$ cat src/bsa_pkg.sv
`default_nettype none
// ----------------------------------------------------------------------------
// Banker's safety allocator package
// Sizes, amount types, mode and status codes shared by the allocator files.
// ----------------------------------------------------------------------------
package bsa_pkg;

    localparam int CUSTOMERS   = 8;
    localparam int RESOURCES   = 4;
    localparam int AMOUNT_BITS = 8;

    localparam int FIELD_BITS = 8;
    localparam int CUST_BITS  = 3;
    localparam int CW         = (CUSTOMERS > 1) ? $clog2(CUSTOMERS) : 1;
    localparam int WW         = AMOUNT_BITS + $clog2(CUSTOMERS + 1);
    localparam int AMAX       = (1 << AMOUNT_BITS) - 1;

    typedef logic [AMOUNT_BITS-1:0]          t_amt;
    typedef t_amt [RESOURCES-1:0]            t_vec;
    typedef logic [RESOURCES-1:0][WW-1:0]    t_work;
    typedef logic [CW-1:0]                   t_cidx;

    typedef enum logic [1:0] {
        MODE_REQUEST   = 2'd0,
        MODE_RELEASE   = 2'd1,
        MODE_SET_MAX   = 2'd2,
        MODE_SET_AVAIL = 2'd3
    } t_mode;

    typedef enum logic [2:0] {
        ST_GRANTED     = 3'd0,
        ST_EXCEEDS     = 3'd1,
        ST_WAIT        = 3'd2,
        ST_UNSAFE      = 3'd3,
        ST_OVERRELEASE = 3'd4,
        ST_LOADED      = 3'd5
    } t_status;

    function automatic t_amt sat_in(input logic [FIELD_BITS-1:0] v);
        if (32'(v) > AMAX) begin
            return '1;
        end
        return AMOUNT_BITS'(v);
    endfunction

    function automatic t_amt sat_add(input t_amt a, input t_amt b);
        logic [AMOUNT_BITS:0] s;
        s = {1'b0, a} + {1'b0, b};
        if (s[AMOUNT_BITS]) begin
            return '1;
        end
        return s[AMOUNT_BITS-1:0];
    endfunction

endpackage
`default_nettype wire

$ cat src/bsa_if.sv
`default_nettype none
// ----------------------------------------------------------------------------
// Allocator channels
// Valid/ready channels for input items and result items.
// ----------------------------------------------------------------------------
interface bsa_req_if;
    import bsa_pkg::*;
    logic                  valid;
    logic                  ready;
    logic [1:0]            mode;
    logic [CUST_BITS-1:0]  customer;
    logic [FIELD_BITS-1:0] amount_0;
    logic [FIELD_BITS-1:0] amount_1;
    logic [FIELD_BITS-1:0] amount_2;
    logic [FIELD_BITS-1:0] amount_3;

    modport source (output valid, mode, customer, amount_0, amount_1, amount_2, amount_3,
                    input ready);
    modport sink   (input valid, mode, customer, amount_0, amount_1, amount_2, amount_3,
                    output ready);
endinterface

interface bsa_res_if;
    logic       valid;
    logic       ready;
    logic [2:0] status;
    logic       safe_state;

    modport source (output valid, status, safe_state, input ready);
    modport sink   (input valid, status, safe_state, output ready);
endinterface
`default_nettype wire

$ cat src/bankers_safety_allocator.sv
`default_nettype none
// ----------------------------------------------------------------------------
// Banker's safety allocator
// Request, release and table loading with a sequential safety check.
// ----------------------------------------------------------------------------
// One item is taken at a time. After acceptance the customer's row is read
// from the allocation and need memories, the item's effect is formed, and the
// safety check scans the rows, one per cycle through the memory read port,
// in passes over all rows until no customer can finish, with 1 to CUSTOMERS
// passes; an unsafe request runs the check a second time on the restored
// state. Tables reset to zero through per-row valid bits, so no clearing
// pass is needed. The result is held in an output register until taken.
// ----------------------------------------------------------------------------
module bankers_safety_allocator (
    input  wire logic  i_clk,
    input  wire logic  i_rst_n,
    bsa_req_if.sink    i_req,
    bsa_res_if.source  o_res
);
    import bsa_pkg::*;

    typedef enum logic [2:0] {
        S_IDLE  = 3'b001,
        S_READ  = 3'b010,
        S_CHECK = 3'b100
    } t_state;

    t_state r_state, n_state;
    logic [1:0] r_mode, n_mode;
    t_cidx   r_ci, n_ci;
    logic    r_ok, n_ok;
    t_vec    r_amt, n_amt;
    t_vec    r_avail, n_avail;
    t_vec    r_cand_avail, n_cand_avail;
    t_vec    r_cand_alloc, n_cand_alloc;
    t_vec    r_cand_need, n_cand_need;
    logic    r_ovr, n_ovr;
    logic    r_try, n_try;
    t_status r_status, n_status;
    t_work   r_work, n_work;
    logic [CUSTOMERS-1:0] r_done, n_done;
    logic [CUSTOMERS-1:0] r_valid, n_valid;
    logic    r_prog, n_prog;
    t_cidx   r_c, n_c;
    logic    r_out_valid, n_out_valid;
    t_status r_out_status, n_out_status;
    logic    r_out_safe, n_out_safe;

    t_vec alloc_mem [CUSTOMERS];
    t_vec need_mem  [CUSTOMERS];
    t_vec rd_alloc, rd_need;
    logic r_rd_vld;
    t_cidx rd_addr;
    logic  wr_en;

    t_vec row_alloc, row_need, cur_alloc, cur_need;
    logic [FIELD_BITS-1:0] in_amt [RESOURCES];
    logic fits, last, safe, over, exceeds, waits, accept;
    logic [CUSTOMERS-1:0] done_nx;

    assign accept = i_req.valid && i_req.ready;
    assign i_req.ready = (r_state == S_IDLE) && (!r_out_valid || o_res.ready);
    assign o_res.valid = r_out_valid;
    assign o_res.status = r_out_status;
    assign o_res.safe_state = r_out_safe;

    always_comb begin
        in_amt[0] = i_req.amount_0;
        if (RESOURCES > 1) in_amt[RESOURCES > 1 ? 1 : 0] = i_req.amount_1;
        if (RESOURCES > 2) in_amt[RESOURCES > 2 ? 2 : 0] = i_req.amount_2;
        if (RESOURCES > 3) in_amt[RESOURCES > 3 ? 3 : 0] = i_req.amount_3;
    end

    always_ff @(posedge i_clk) begin
        rd_alloc <= alloc_mem[rd_addr];
        rd_need  <= need_mem[rd_addr];
        r_rd_vld <= r_valid[rd_addr];
        if (wr_en) begin
            alloc_mem[r_ci] <= r_cand_alloc;
            need_mem[r_ci]  <= r_cand_need;
        end
    end

    assign row_alloc = r_rd_vld ? rd_alloc : '0;
    assign row_need  = r_rd_vld ? rd_need  : '0;
    assign cur_alloc = (r_ovr && r_c == r_ci) ? r_cand_alloc : row_alloc;
    assign cur_need  = (r_ovr && r_c == r_ci) ? r_cand_need  : row_need;
    assign last      = (r_c == CW'(CUSTOMERS - 1));

    always_comb begin
        n_state = r_state;       n_mode = r_mode;         n_ci = r_ci;
        n_ok = r_ok;             n_amt = r_amt;           n_avail = r_avail;
        n_cand_avail = r_cand_avail; n_cand_alloc = r_cand_alloc;
        n_cand_need = r_cand_need;   n_ovr = r_ovr;       n_try = r_try;
        n_status = r_status;     n_work = r_work;         n_done = r_done;
        n_valid = r_valid;       n_prog = r_prog;         n_c = r_c;
        n_out_valid = r_out_valid; n_out_status = r_out_status;
        n_out_safe = r_out_safe;
        rd_addr = r_c;
        wr_en = 1'b0;
        over = 1'b0;
        exceeds = 1'b0;
        waits = 1'b0;
        safe = 1'b0;
        fits = 1'b0;
        done_nx = r_done;

        if (o_res.valid && o_res.ready) begin
            n_out_valid = 1'b0;
        end

        case (r_state)
            S_IDLE: begin
                n_ok = 32'(i_req.customer) < CUSTOMERS;
                n_ci = n_ok ? CW'(i_req.customer) : '0;
                rd_addr = n_ci;
                if (accept) begin
                    n_mode = i_req.mode;
                    for (int r = 0; r < RESOURCES; r++) begin
                        n_amt[r] = sat_in(in_amt[r]);
                    end
                    n_state = S_READ;
                end
            end
            S_READ: begin
                n_cand_avail = r_avail;
                n_cand_alloc = row_alloc;
                n_cand_need  = row_need;
                n_ovr = 1'b0;
                n_try = 1'b0;
                case (r_mode)
                    MODE_SET_AVAIL: begin
                        n_cand_avail = r_amt;
                        n_status = ST_LOADED;
                    end
                    MODE_SET_MAX: begin
                        n_ovr = r_ok;
                        for (int r = 0; r < RESOURCES; r++) begin
                            n_cand_need[r] = (r_amt[r] > row_alloc[r]) ?
                                             t_amt'(r_amt[r] - row_alloc[r]) : '0;
                        end
                        n_status = ST_LOADED;
                    end
                    MODE_RELEASE: begin
                        over = !r_ok;
                        for (int r = 0; r < RESOURCES; r++) begin
                            if (r_amt[r] > row_alloc[r]) over = 1'b1;
                        end
                        if (over) begin
                            n_status = ST_OVERRELEASE;
                        end else begin
                            n_ovr = 1'b1;
                            for (int r = 0; r < RESOURCES; r++) begin
                                n_cand_alloc[r] = row_alloc[r] - r_amt[r];
                                n_cand_need[r]  = sat_add(row_need[r], r_amt[r]);
                                n_cand_avail[r] = sat_add(r_avail[r], r_amt[r]);
                            end
                            n_status = ST_GRANTED;
                        end
                    end
                    default: begin
                        exceeds = !r_ok;
                        for (int r = 0; r < RESOURCES; r++) begin
                            if (r_amt[r] > row_need[r]) exceeds = 1'b1;
                            if (r_amt[r] > r_avail[r]) waits = 1'b1;
                        end
                        if (exceeds) begin
                            n_status = ST_EXCEEDS;
                        end else if (waits) begin
                            n_status = ST_WAIT;
                        end else begin
                            n_ovr = 1'b1;
                            n_try = 1'b1;
                            for (int r = 0; r < RESOURCES; r++) begin
                                n_cand_avail[r] = r_avail[r] - r_amt[r];
                                n_cand_alloc[r] = sat_add(row_alloc[r], r_amt[r]);
                                n_cand_need[r]  = row_need[r] - r_amt[r];
                            end
                            n_status = ST_GRANTED;
                        end
                    end
                endcase
                for (int r = 0; r < RESOURCES; r++) begin
                    n_work[r] = WW'(n_cand_avail[r]);
                end
                n_done = '0;
                n_prog = 1'b0;
                n_c = '0;
                rd_addr = '0;
                n_state = S_CHECK;
            end
            S_CHECK: begin
                fits = !r_done[r_c];
                for (int r = 0; r < RESOURCES; r++) begin
                    if (WW'(cur_need[r]) > r_work[r]) fits = 1'b0;
                end
                if (fits) begin
                    done_nx[r_c] = 1'b1;
                    for (int r = 0; r < RESOURCES; r++) begin
                        n_work[r] = r_work[r] + WW'(cur_alloc[r]);
                    end
                end
                n_done = done_nx;
                safe = &done_nx;
                if (last && (safe || !(r_prog || fits))) begin
                    if (r_try && !safe) begin
                        n_status = ST_UNSAFE;
                        n_ovr = 1'b0;
                        n_try = 1'b0;
                        n_cand_avail = r_avail;
                        for (int r = 0; r < RESOURCES; r++) begin
                            n_work[r] = WW'(r_avail[r]);
                        end
                        n_done = '0;
                        n_prog = 1'b0;
                        n_c = '0;
                        rd_addr = '0;
                    end else begin
                        wr_en = r_ovr;
                        if (r_ovr) n_valid[r_ci] = 1'b1;
                        n_avail = r_cand_avail;
                        n_out_valid = 1'b1;
                        n_out_status = r_status;
                        n_out_safe = safe;
                        n_state = S_IDLE;
                    end
                end else if (last) begin
                    n_c = '0;
                    n_prog = 1'b0;
                    rd_addr = '0;
                end else begin
                    n_c = r_c + 1'b1;
                    n_prog = r_prog | fits;
                    rd_addr = n_c;
                end
            end
            default: begin
                n_state = S_IDLE;
            end
        endcase
    end

    always_ff @(posedge i_clk) begin
        if (!i_rst_n) begin
            r_state     <= S_IDLE;
            r_avail     <= '0;
            r_valid     <= '0;
            r_out_valid <= 1'b0;
        end else begin
            r_state     <= n_state;
            r_avail     <= n_avail;
            r_valid     <= n_valid;
            r_out_valid <= n_out_valid;
        end
        r_mode <= n_mode;             r_ci <= n_ci;               r_ok <= n_ok;
        r_amt <= n_amt;               r_cand_avail <= n_cand_avail;
        r_cand_alloc <= n_cand_alloc; r_cand_need <= n_cand_need;
        r_ovr <= n_ovr;               r_try <= n_try;             r_status <= n_status;
        r_work <= n_work;             r_done <= n_done;           r_prog <= n_prog;
        r_c <= n_c;                   r_out_status <= n_out_status;
        r_out_safe <= n_out_safe;
    end

endmodule
`default_nettype wire
$ cat src/flat_wrapper.sv
// flat-port wrapper written by rule: the top's interface ports become plain ports
module bankers_safety_allocator_flat import bsa_pkg::*;
  (i_clk, i_rst_n, i_req_valid, i_req_mode, i_req_customer, i_req_amount_0, i_req_amount_1, i_req_amount_2, i_req_amount_3, i_req_ready, o_res_valid, o_res_status, o_res_safe_state, o_res_ready);
  bsa_req_if i_req_i ();
  bsa_res_if o_res_i ();
  input  wire logic i_clk;
  input  wire logic i_rst_n;
  input wire logic [$bits(i_req_i.valid)-1:0] i_req_valid;
  input wire logic [$bits(i_req_i.mode)-1:0] i_req_mode;
  input wire logic [$bits(i_req_i.customer)-1:0] i_req_customer;
  input wire logic [$bits(i_req_i.amount_0)-1:0] i_req_amount_0;
  input wire logic [$bits(i_req_i.amount_1)-1:0] i_req_amount_1;
  input wire logic [$bits(i_req_i.amount_2)-1:0] i_req_amount_2;
  input wire logic [$bits(i_req_i.amount_3)-1:0] i_req_amount_3;
  output wire logic [$bits(i_req_i.ready)-1:0] i_req_ready;
  output wire logic [$bits(o_res_i.valid)-1:0] o_res_valid;
  output wire logic [$bits(o_res_i.status)-1:0] o_res_status;
  output wire logic [$bits(o_res_i.safe_state)-1:0] o_res_safe_state;
  input wire logic [$bits(o_res_i.ready)-1:0] o_res_ready;
  assign i_req_i.valid = i_req_valid;
  assign i_req_i.mode = i_req_mode;
  assign i_req_i.customer = i_req_customer;
  assign i_req_i.amount_0 = i_req_amount_0;
  assign i_req_i.amount_1 = i_req_amount_1;
  assign i_req_i.amount_2 = i_req_amount_2;
  assign i_req_i.amount_3 = i_req_amount_3;
  assign i_req_ready = i_req_i.ready;
  assign o_res_valid = o_res_i.valid;
  assign o_res_status = o_res_i.status;
  assign o_res_safe_state = o_res_i.safe_state;
  assign o_res_i.ready = o_res_ready;
  bankers_safety_allocator u_core (.i_clk(i_clk), .i_rst_n(i_rst_n), .i_req(i_req_i), .o_res(o_res_i));
endmodule
$ cat config.mk
export PLATFORM = sky130hd
export DESIGN_NAME = bankers_safety_allocator_flat
export DESIGN_NICKNAME = d
export VERILOG_FILES = /design/src/bsa_pkg.sv /design/src/bsa_if.sv /design/src/bankers_safety_allocator.sv /design/src/flat_wrapper.sv
export SDC_FILE = /design/constraint.sdc
export NUM_CORES = 2
export LEC_CHECK = 0
export ABC_AREA = 1
export BUFFER_PORTS_ARGS = -buffer_cell sky130_fd_sc_hd__buf_2
export CORE_MARGIN = 2
export CORE_UTILIZATION = 30
export DETAILED_ROUTE_END_ITERATION = 6
export PLACE_DENSITY = 0.51
export SYNTH_ARGS = -nofsm -noshare
export SYNTH_HDL_FRONTEND = slang
export SYNTH_SLANG_ARGS = --single-unit
$ cat constraint.sdc
create_clock -name i_clk -period 19.3 [get_ports i_clk]
set_input_delay 3.86 -clock i_clk [delete_from_list [all_inputs] [get_ports i_clk]]
set_output_delay 3.86 -clock i_clk [all_outputs]
set_load 0.005 [all_outputs]
* Word-level counts from Yosys, hierarchy flattened
Memories as Yosys holds them, arrays and structs flattened. A register that Yosys moved wholly into a read port is not among the register bits. Cells that the tools add are included.
Word-level totals: register bits 247, latch bits 0, bits in writable memories 512, ROM bits 0, input port bits 41, output and inout bits 6, word-level logic and storage cells 315, memories 2
Memories:
- u_core.alloc_mem | words 8, width 32, read ports 1, clocked after Yosys merged registers in 1, write ports 1, line bankers_safety_allocator.sv:49 | t_vec alloc_mem [CUSTOMERS];
- u_core.need_mem | words 8, width 32, read ports 1, clocked after Yosys merged registers in 1, write ports 1, line bankers_safety_allocator.sv:50 | t_vec need_mem [CUSTOMERS];
Operators by class: add/subtract/negate cells 33, multiply operators 0, divide/modulo/power cells 0, magnitude comparators 21, eq/ne operators 13, shifts and indexed selects 0, multiplexer cells 177, bitwise logic cells 4, reductions and logical operators 27
Operator list (number):
- $mux 32 | 15
- $mux 8 | 32
- $pmux 32 s3 | 2
- $mux 48 | 3
- $pmux 32 s2 | 2
- $sub 8x8->8 | 16
- $add 8x8->9 | 12
- $mux 1 | 97
- $gt 8x8->1 | 12
- $pmux 48 s2 | 1
- $add 12x8->12 | 4
- $gt 8x12->1 | 4
- $mux 3 | 10
- $pmux 3 s2 | 3
- $pmux 3 s3 | 2
- $or 8x8->8 | 2
- $pmux 8 s2 | 1
- $lt 3x4->1 const B | 3
- $reduce_and 3->1 | 3
- $logic_and 1x1->1 | 8
- $reduce_and 2->1 | 4
- $reduce_and 8->1 | 1
- $bmux 1 s3 | 2
- $demux 1 s3 | 2
- other kinds (22) | 34

* Depth between registers and ports, before layout
depth after elaboration 19, mapped depth 39, mapped depth without buffers 34

* Worst setup path after synthesis
OpenSTA, ideal clock, no wires.
kind reg2reg, from register u_core.r_state[1], to register u_core.r_cand_avail[0] (netlist name) (enable), setup time 0.423 ns, data arrival time 8.330 ns, required time 18.877 ns, setup slack 10.546 ns, stages on the path, launching flop included 7, buffers on the path 0, clock period less this slack 8.754 ns, cells stage by stage dfxtp_1 inv_1 nor3_1 inv_1 nand2_1 inv_1 nor2_1
On the way: word-level cells in the longest chain between the ends 3, elaborated cells on any way between the ends 5, those cells by class eq/ne: 3; reduce/logical: 2
RTL lines:
- start, declared | line bankers_safety_allocator.sv:28 | t_state r_state, n_state;
- start signal, assigned | line bankers_safety_allocator.sv:250 | r_state <= n_state;
- $eq 3x3->1 or $eq 3x2->1 (tied branches)
- $ne 2x1->1 (no source line) or $reduce_bool 2->1 (tied branches)
- $reduce_and 2->1 (no source line) *
- end signal, assigned | line bankers_safety_allocator.sv:256 | r_amt <= n_amt; r_cand_avail <= n_cand_avail;
- end, declared | line bankers_safety_allocator.sv:34 | t_vec r_cand_avail, n_cand_avail;
Mark *: on every way between the ends. The rest lies on a longest branch, timed or not. A chain may end at the register's enable or synchronous reset.

* Worst setup path in the final report
from register u_core.r_c[0], to register u_core.rd_alloc[19] (netlist name) (read register of u_core.alloc_mem)
On the way: word-level cells in the longest chain between the ends 17, elaborated cells on any way between the ends 36, those cells by class add/sub: 1; order compare: 6; eq/ne: 2; mux: 16; bitwise: 1; reduce/logical: 10
RTL lines:
- start, declared | line bankers_safety_allocator.sv:44 | t_cidx r_c, n_c;
- start signal, assigned | line bankers_safety_allocator.sv:260 | r_c <= n_c; r_out_status <= n_out_status;
- $eq 3x3->1 | line bankers_safety_allocator.sv:87 | assign cur_need = (r_ovr && r_c == r_ci) ? r_cand_need : row_need;
- $logic_and 1x1->1 | line bankers_safety_allocator.sv:87
- $mux 32 | line bankers_safety_allocator.sv:87
- $gt 8x12->1 | line bankers_safety_allocator.sv:195 | if (WW'(cur_need[r]) > r_work[r]) fits = 1'b0;
- $mux 1 (4 in a row) | line bankers_safety_allocator.sv:195
- $mux 1 | line bankers_safety_allocator.sv:112 | case (r_state)
- $mux 8 | line bankers_safety_allocator.sv:197 | if (fits) begin
- $mux 8 | line bankers_safety_allocator.sv:112
- $reduce_and 8->1 | line bankers_safety_allocator.sv:204 | safe = &done_nx;
- $logic_not 1->1 | line bankers_safety_allocator.sv:206 | if (r_try && !safe) begin
- $logic_and 1x1->1 | line bankers_safety_allocator.sv:206
- $mux 3
- $mux 3 | line bankers_safety_allocator.sv:205 | if (last && (safe || !(r_prog || fits))) begin
- $pmux 3 s3 * | line bankers_safety_allocator.sv:112
- end, declared | line bankers_safety_allocator.sv:51 | t_vec rd_alloc, rd_need;
Mark *: on every way between the ends. The rest lies on a longest branch, timed or not. The select of a mux whose other input is x is not followed.

==> impl_metrics.py <==
metrics = {
    "clock_network": {
        "clock_latency_ps": 740,
        "clock_sinks": 823,
        "cts_tree": "yes",
        "cts_setup_buffers": 0,
        "numCtsBuffers": 91,
        "clk_path_buf_depth": 3,
        "path_clk_slew_ps": 60,
        "htree_levels": 3,
        "cts_resized": 0,
        "cts_root_buf": "clkbuf_16",
        "postCtsHoldBufs": 0,
    },
    "setup_path": {
        "endpoint": "u_core.rd_alloc[19]",
        "crit_path_max_incr_delay_ps": 690,
        "reg2reg_depth": 33,
        "critPathMaxFanout": 108,
        "path_delay_family": "simple AND/OR/NAND/NOR gates",
        "rr_endpoint": "u_core.rd_alloc[19]",
        "critPathLaunchType": "register",
        "critPathBufInv": 7,
        "required_ps": 19940,
        "worst-path-stages": 33,
        "crit_path_end_kind": "register",
        "slowest_stage": "buf_4",
        "worst_path_most_repeated_cell": "nand2_1",
        "crit_start": "u_core.r_c[0]",
        "rrSetupSlack_ps": 10210,
        "path_class": "reg -> reg",
        "r2r_start": "u_core.r_c[0]",
        "crit_arrival_ps": 9730,
    },
    "sta": {
        "setup_viol": 0,
        "clock.fmax_mhz": 110.0,
        "relSlewSlack_pct": 24.78,
        "skew_ps": 51.46,
        "hold_viol_final": 0,
        "period_needed_ps": 9091,
        "setup_tns_ps": 0,
        "tightest_slew_ps": 1128,
        "setup_slack_ps": 10210,
        "rsz0062_at_grt": "no",
        "period_share_pct": 47.10,
        "slew_viol_final": 0,
    },
    "synth": {
        "avgSynthCellArea_um2": 8.651,
        "synth.top_cell.area_share_pct": 44.61,
        "synth_area_leader_cell": "edfxtp_1",
        "syn_inst": 5556,
        "synthTopCellsByArea": "edfxtp_1 45%, nand2_1 10%, ha_1 7.5%",
        "synth_seq_area_share_pct": 49.14,
        "ys.flop_type": "edfxtp_1",
        "synth_common_cells": "1312 x nand2_1, 897 x inv_1, 714 x edfxtp_1",
        "synthDistinctLibCells": 56,
        "synth_edf_count": 714,
        "yosys.cell_count.top_type": "nand2_1",
        "syn_area_mm2": 0.04807,
        "yosys_warnings": 0,
        "syn_nets": 5919,
        "ys_async_sr_fraction_pct": 0,
        "synth-seq-cells": 823,
    },
    "detailed_routing": {
        "firstDrtPassIters": 5,
        "ant_nets": 0,
        "drc": 0,
        "viasPerCell": 4.945,
        "finalWirelength_um": 154200,
        "wire_per_inst_um": 20.16,
        "drt_iter0_drc": 3341,
        "vias": 37830,
    },
    "status": {
        "outcome": "finished clean",
    },
    "die": {
        "fp.dieArea_mm2": 0.1634,
        "die_x_um": 404.3,
        "core_mm2": 0.1587,
        "start_util_pct": 30.28,
        "die_h_um": 404.3,
        "io_pins": 47,
        "row_count": 146,
    },
    "global_route": {
        "grt_pass1_wl_um": 230600,
        "grt_max_degree": 109,
        "gr-total-overflow": 0,
        "first_global_vias": 35540,
        "grtUsageTotal_pct": 18.59,
        "antenna_found_initial": 2,
    },
    "layout": {
        "area_growth_pct": 11.23,
        "final_layout_size_suffix_gt1_share_pct": 5.541,
        "multiInputGateArea_mm2": 0.02004,
        "nNetsFinal": 5863,
        "seq_area_mm2": 0.02362,
        "nFillCells": 16330,
        "antenna_cells": 0,
    },
    "min_path": {
        "hp-class": "reg -> reg",
    },
    "placed_design": {
        "pre_cts_ws_ps": 10310,
        "place_hpwl_um": 102000,
        "port-buffer-count": 46,
        "gp_congestion": 0.8816,
    },
    "power": {
        "power.density_mw_per_mm2": 104.7,
        "ir_drop_mv": 0.07167,
        "p_leak_uw": 0.02418,
    },
    "run": {
        "maxCapViolCount": 0,
    },
}
## kinds of logic after synthesis
group / after synthesis / share of synthesized area, %
simple gates: 2281 / 19.73
flops: 823 / 49.14
xor+xnor: 139 / 2.533
compound gates: 812 / 10.22
fa+ha+maj: 322 / 8.881
buf+inv: 1177 / 9.449
mux: 2 / 0.04165
## per-stage QoR
step	std cells	util [%]	total power (uW)	hold slack, ps	cell area, um2
2_1_floorplan	5556	-	3296	400.3	48070
3_3_place_gp	7479	31.75	3815	403.5	50400
3_5_place_dp	7479	31.75	3820	405.7	50400
4_1_cts	7649	33.68	5622	419.6	53470
5_1_grt	7649	33.68	5910	442.3	53470
6_report	7649	33.68	5599	423.1	53470
## sequential cells by signal, summed over array words and instances (netlist names), 2 cells and up
name	flops
u_core.r_c	3
u_core.r_valid	8
u_core.r_cand_avail	32
u_core.rd_alloc	32
u_core.r_cand_alloc	32
u_core.r_ci	3
u_core.alloc_mem	256
u_core.r_state	3
u_core.r_avail	32
u_core.r_status	3
u_core.r_done	8
u_core.rd_need	32
u_core.r_amt	32
u_core.o_res.status	3
u_core.r_work	48
u_core.need_mem	256
u_core.r_cand_need	32
u_core.r_mode	2
## cell usage in the layout (no fill, tap or decap), types with 6 or more instances in the layout
| cell | count |
|---|---|
| xor2_1 | 129 |
| buf_2 | 46 |
| xnor2_1 | 10 |
| nor2_1 | 305 |
| o221ai_1 | 70 |
| or2_2 | 16 |
| bufinv_16 | 6 |
| o21ai_0 | 172 |
| nand2_1 | 1310 |
| nand3_1 | 586 |
| o21ai_1 | 30 |
| a221oi_1 | 16 |
| inv_2 | 16 |
| a311oi_1 | 6 |
| clkinv_2 | 13 |
| o31ai_1 | 7 |
| a211oi_1 | 24 |
| edfxtp_1 | 714 |
| o2111ai_1 | 21 |
| buf_4 | 59 |
| nor3_1 | 24 |
| clkbuf_16 | 91 |
| dfxtp_1 | 108 |
| nor2_4 | 13 |
| ha_1 | 290 |
| a31oi_1 | 8 |
| clkbuf_1 | 24 |
| clkbuf_8 | 12 |
| clkinv_1 | 17 |
| o22ai_1 | 32 |
| a21o_1 | 7 |
| o21bai_1 | 49 |
| fa_1 | 32 |
| inv_1 | 897 |
| a21oi_1 | 321 |
| o211ai_1 | 27 |
## routing by layer
| layer | track usage, % | up-vias | part of all wire, % |
|---|---|---|---|
| li1 | - | 18250 | - |
| met1 | 26.68 | 18250 | 47 |
| met2 | 29.34 | 1152 | 45 |
| met3 | 2.549 | 177 | 6.3 |
| met4 | 4.733 | 0 | 2.2 |
| met5 | 0 | - | 0 |
## how the worst min path moves through the flow
stage | cells past startpoint | to | from
after floorplan | 0 | u_core.o_res.status[0] | u_core.r_status[0]
after global placement | 0 | u_core.o_res.status[2] | u_core.r_status[2]
after detailed placement | 0 | u_core.o_res.status[0] | u_core.r_status[0]
after CTS | 0 | u_core.o_res.status[0] | u_core.r_status[0]
after global routing | 0 | u_core.o_res.status[0] | u_core.r_status[0]
final | 0 | u_core.o_res.status[0] | u_core.r_status[0]
## power by group
part | leakage [uW] | total, uW | internal (uW) | switching [uW]
Sequential | 0.00738 | 2160 | 2030 | 124
Combinational | 0.0153 | 1660 | 519 | 1140
Clock | 0.00148 | 1790 | 1010 | 776
Total | 0.0242 | 5600 | 3560 | 2040
## final cells by class
type                       count  area share (%)
clock buffer                 127           4.736
timing repair buffer         105           1.259
clock inverter                43          0.9992
inverter                     923           6.485
multi-input combinational   3556           37.49
tap                         2072           4.849
sequential                   823           44.18
No activity file was read; power rests on OpenSTA's default activity.
